--- src/sv/pip_pkg.sv ---
// Shared types and constants for the point-in-polygon classifier.
// No dependencies; every other file of the block imports this package.
package pip_pkg;

   localparam int MAX_EDGES  = 64;
   localparam int COORD_BITS = 16;
   localparam int IDX_W      = $clog2(MAX_EDGES);
   localparam int CNT_W      = $clog2(MAX_EDGES + 1);
   localparam int DIFF_W     = COORD_BITS + 1;
   localparam int PROD_W     = 2 * DIFF_W;
   localparam int EDGE_W     = 4 * COORD_BITS;

   typedef enum logic [1:0] {
      OP_CLEAR = 2'd0,
      OP_ADD   = 2'd1,
      OP_QUERY = 2'd2,
      OP_NONE  = 2'd3
   } opcode_type;

   typedef struct packed {
      logic             clear;
      logic             add;
      logic             start;
      logic             rd_en;
      logic [IDX_W-1:0] rd_addr;
      logic             load_out;
   } cmd_type;

   typedef struct packed {
      logic [CNT_W-1:0] count;
      logic             busy;
      logic             out_full;
   } status_type;

endpackage

--- src/sv/pip_ctrl.sv ---
// Controller state machine: decodes request transactions and sequences the edge scan.
// Depends on pip_pkg.
module pip_ctrl import pip_pkg::*; (
   input  logic       clock,
   input  logic       reset,
   input  logic       req_valid,
   input  logic [1:0] req_opcode,
   output logic       req_ready,
   input  status_type status,
   output cmd_type    cmd
);

   typedef enum logic [2:0] {
      ST_IDLE  = 3'b001,
      ST_SCAN  = 3'b010,
      ST_DRAIN = 3'b100
   } state_type;

   state_type        state_ff, state_in;
   logic [CNT_W-1:0] idx_ff, idx_in;
   logic             accept;
   logic             issue;
   logic             finish;

   assign req_ready = (state_ff == ST_IDLE);
   assign accept    = req_valid && req_ready;
   assign issue     = (state_ff == ST_SCAN) && (idx_ff < status.count);
   assign finish    = (state_ff == ST_DRAIN) && !status.busy
                      && !status.out_full;

   always_comb begin
      state_in = state_ff;
      idx_in   = idx_ff;
      unique case (state_ff)
         ST_IDLE: begin
            idx_in = '0;
            if (accept && (req_opcode == OP_QUERY)) begin
               state_in = ST_SCAN;
            end
         end
         ST_SCAN: begin
            if (issue) begin
               idx_in = idx_ff + CNT_W'(1);
            end else begin
               state_in = ST_DRAIN;
            end
         end
         ST_DRAIN: begin
            if (finish) begin
               state_in = ST_IDLE;
            end
         end
         default: begin
            state_in = ST_IDLE;
         end
      endcase
   end

   always_comb begin
      cmd.clear    = accept && (req_opcode == OP_CLEAR);
      cmd.add      = accept && (req_opcode == OP_ADD);
      cmd.start    = accept && (req_opcode == OP_QUERY);
      cmd.rd_en    = issue;
      cmd.rd_addr  = idx_ff[IDX_W-1:0];
      cmd.load_out = finish;
   end

   always_ff @(posedge clock) begin
      if (reset) begin
         state_ff <= ST_IDLE;
         idx_ff   <= '0;
      end else begin
         state_ff <= state_in;
         idx_ff   <= idx_in;
      end
   end

endmodule

--- config.mk ---
export PLATFORM = sky130hd
export DESIGN_NAME = pip_ctrl
export DESIGN_NICKNAME = d
export VERILOG_FILES = /design/src/sv/pip_pkg.sv /design/src/sv/pip_ctrl.sv
export SDC_FILE = /design/constraint.sdc
export NUM_CORES = 1
export LEC_CHECK = 0
export BUFFER_PORTS_ARGS = -buffer_cell sky130_fd_sc_hd__buf_2
export CAP_MARGIN = 30
export CORE_MARGIN = 8
export CORE_UTILIZATION = 53
export DETAILED_ROUTE_END_ITERATION = 16
export GPL_ROUTABILITY_DRIVEN = 0
export PLACE_DENSITY = 0.88
export SLEW_MARGIN = 20
export SYNTH_ARGS = -nofsm -noshare
export SYNTH_HDL_FRONTEND = slang
export SYNTH_SLANG_ARGS = --single-unit
--- constraint.sdc ---
create_clock -name clock -period 3.6 [get_ports clock]
set_input_delay 0.18 -clock clock [delete_from_list [all_inputs] [get_ports clock]]
set_output_delay 0.18 -clock clock [all_outputs]
set_load 0.05 [all_outputs]
==> impl_metrics.py <==
metrics = {
    "grt": {
        "grt_first_pass_wirelength_um": 3120,
        "grt_pass1_vias": 756,
        "grt_antenna_before_repair": 0,
        "grt.overflow.total": 0,
        "grt_usage_pct": 13.8,
        "grt_max_degree": 10,
    },
    "worst_setup_path": {
        "crit_path_max_incr_delay_ps": 410,
        "worst_setup_path_start_kind": "flop",
        "cp_data_arrival_time_ps": 1930,
        "regToRegStartpoint": "idx_ff[4]$_SDFFE_PP0P_",
        "startpoint": "idx_ff[4]$_SDFFE_PP0P_",
        "worst_ep_required_time_ps": 3420,
        "cp_slowest_cell": "dfxtp_1",
        "crit_path_max_fanout": 7,
        "path_class": "reg -> out",
        "cp_cell_sequence": "ha_1 > a21oi_1 > o211ai_4 > a21oi_4 > buf_2",
        "endpoint_kind": "output port",
    },
    "sta": {
        "whs_ps": 95.2,
        "tns_ps": 0,
        "slew_viol_final": 0,
        "setup_viol": 0,
        "max_freq_ghz": 0.474,
        "finalClockSkew_ps": 0.366,
        "timing.final.crit_share_pct": 58.6,
        "hold_viol_final": 0,
        "fin_crit_ps": 2110,
        "rsz0062_at_grt": "no",
        "maxSlewHeadroom_pct": 64.9,
        "tightestPinTransition_ps": 522,
    },
    "clock_tree": {
        "clkTransAtPathRegs_ps": 70,
        "ctsResizeCount": 0,
        "clk_path_buf_depth": 2,
        "h-tree-depth": 1,
        "root_buffer": "clkbuf_4",
        "cts_setup_buffers": 0,
        "numCtsBuffers": 3,
        "cts_tree": "done",
        "cts_hold_buf": 0,
        "clk_latency_ps": 270,
        "clock_sinks": 10,
    },
    "hold_path": {
        "hold_class": "in -> reg",
        "worstHoldStart": "reset",
    },
    "detailed_routing": {
        "vias": 703,
        "drc_errors": 0,
        "routedWlPerCell_um": 14.4,
        "drt-initial-drc-count": 20,
        "ant_nets": 0,
        "wirelength_um": 1820,
        "via_per_inst": 5.58,
        "firstDrtPassIters": 5,
    },
    "floorplanning": {
        "initial_utilization_pct": 54.7,
        "die_x_um": 55.0,
        "ios": 26,
        "die_area_um2": 3020,
        "rows": 14,
        "die_h_um": 55.0,
        "core_area_um2": 1470,
    },
    "cells_and_area": {
        "final_common_cell": "buf_2",
        "n_antenna_cell": 0,
        "final_cell_area_um2": 918,
        "fin_nets": 132,
        "fin_util_pct": 62.4,
        "drive_gt1_share_pct": 33.6,
        "area_delta_synth_final_pct": 14.2,
        "final_cell_mix": "25 x buf_2, 11 x nor2_1, 10 x dfxtp_1, 9 x inv_1, 7 x ha_1",
    },
    "logic_synthesis": {
        "ys_seq_area_share_pct": 24.9,
        "avgSynthCellArea_um2": 8.94,
        "synth_cell_types": 32,
        "syn_area_um2": 805,
        "syn_nets": 111,
        "syn_inst": 90,
        "yosysWarnings": 0,
        "synth-seq-cells": 10,
    },
    "power_and_ir_drop": {
        "vdd_drop_max_mv": 0.126,
        "power.total_mw": 0.253,
        "p_per_area_nw_per_um2": 275,
        "p_leak_nw": 0.415,
    },
    "placement": {
        "hpwlAfterDp_um": 1430,
        "placed_area_um2": 882,
        "io_buffer_count": 25,
    },
    "job": {
        "cap_violations": 0,
    },
    "status": {
        "status": "completed",
    },
}
==> cell families (layout without fill, tap and decap cells) <==
| logic type | Yosys count | count (layout) | share of synthesized area [%] |
|---|---|---|---|
| muxes | 1 | 1 | 1.24 |
| and+or+nand+nor | 32 | 32 | 22.7 |
| AOI/OAI and AO/OA | 17 | 17 | 22.2 |
| xor gates and xnor gates | 5 | 5 | 5.44 |
| DFF | 10 | 10 | 24.9 |
| buffers and inverters | 18 | 38 | 12.6 |
| adders and majority gates | 7 | 7 | 10.9 |
==> synthesized netlist by cell type <==
cell	count	area, um^2
nor2_1	11	41.3
dfxtp_1	10	200
buf_4	9	67.6
inv_1	9	33.8
ha_1	7	87.6
nand2_1	6	22.5
xnor2_1	5	43.8
a21oi_1	3	15.0
a2111oi_4	2	55.1
a211oi_1	2	15.0
nand2b_1	2	12.5
nand3b_1	2	15.0
nor3_1	2	10.0
o21ai_0	2	10.0
a21bo_2	1	10.0
a21oi_4	1	16.3
and4b_1	1	10.0
mux2i_1	1	10.0
nand3_1	1	5.00
nand4_1	1	6.26
nor2_2	1	6.26
nor2b_1	1	6.26
nor4_1	1	6.26
nor4b_4	1	23.8
nor4bb_1	1	10.0
o211ai_1	1	7.51
o211ai_4	1	21.3
o21ai_1	1	5.00
o21ai_2	1	8.76
o22a_1	1	8.76
o22ai_1	1	6.26
or2b_1	1	7.51
==> routing by layer <==
layer	wire length, um	share of wire, %	track usage (%)
met3	132	7.3	2.14
met2	947	52	25.1
met5	0	0	0
met4	46	2.5	8.80
met1	694	38	14.5
==> report_power, final <==
group          total (mW)  internal [mW]  switching [mW]
clock               0.104         0.0616          0.0429
combinational      0.0355         0.0127          0.0229
sequential          0.113          0.111         0.00156
==> worst paths after layout <==
kind / to / slack [ps] / cells after the start
max: cmd[7] / 1490 / 5
min: state_ff[1]$_SDFFE_PP0P_ / 100 / 2
max reg2reg: idx_ff[6]$_SDFFE_PP0P_ / 1830 / 6
min reg2reg: idx_ff[6]$_SDFFE_PP0P_ / 560 / 2
==> sequential cells by signal, summed over array words and instances, names as in the netlist <==
name / count
idx_ff: 7
state_ff: 3
==> cell type report <==
class / count / area, um^2
Fill cell: 129 / 553
Multi-Input combinational cell: 62 / 503
Sequential cell: 10 / 200
Timing Repair Buffer: 25 / 125
Clock buffer: 4 / 36.3
Inverter: 9 / 33.8
Tap cell: 16 / 20.0
==> critical path: cells and delay by family (launching register included) <==
| family | cells | cell delay, ps |
|---|---|---|
| compound gates | 3 | 670 |
| flops | 1 | 410 |
| fa+ha+maj | 1 | 270 |
| buf+inv | 1 | 310 |
==> metrics by stage <==
stage | cells | worst slack (ps)
2_1_floorplan | 90 | 542
3_3_place_gp | 122 | 1830
3_5_place_dp | 122 | 1780
4_1_cts | 126 | 1490
5_1_grt | 126 | 1380
6_report | 126 | 1490
Note: power is estimated with default switching activity, not from simulation.
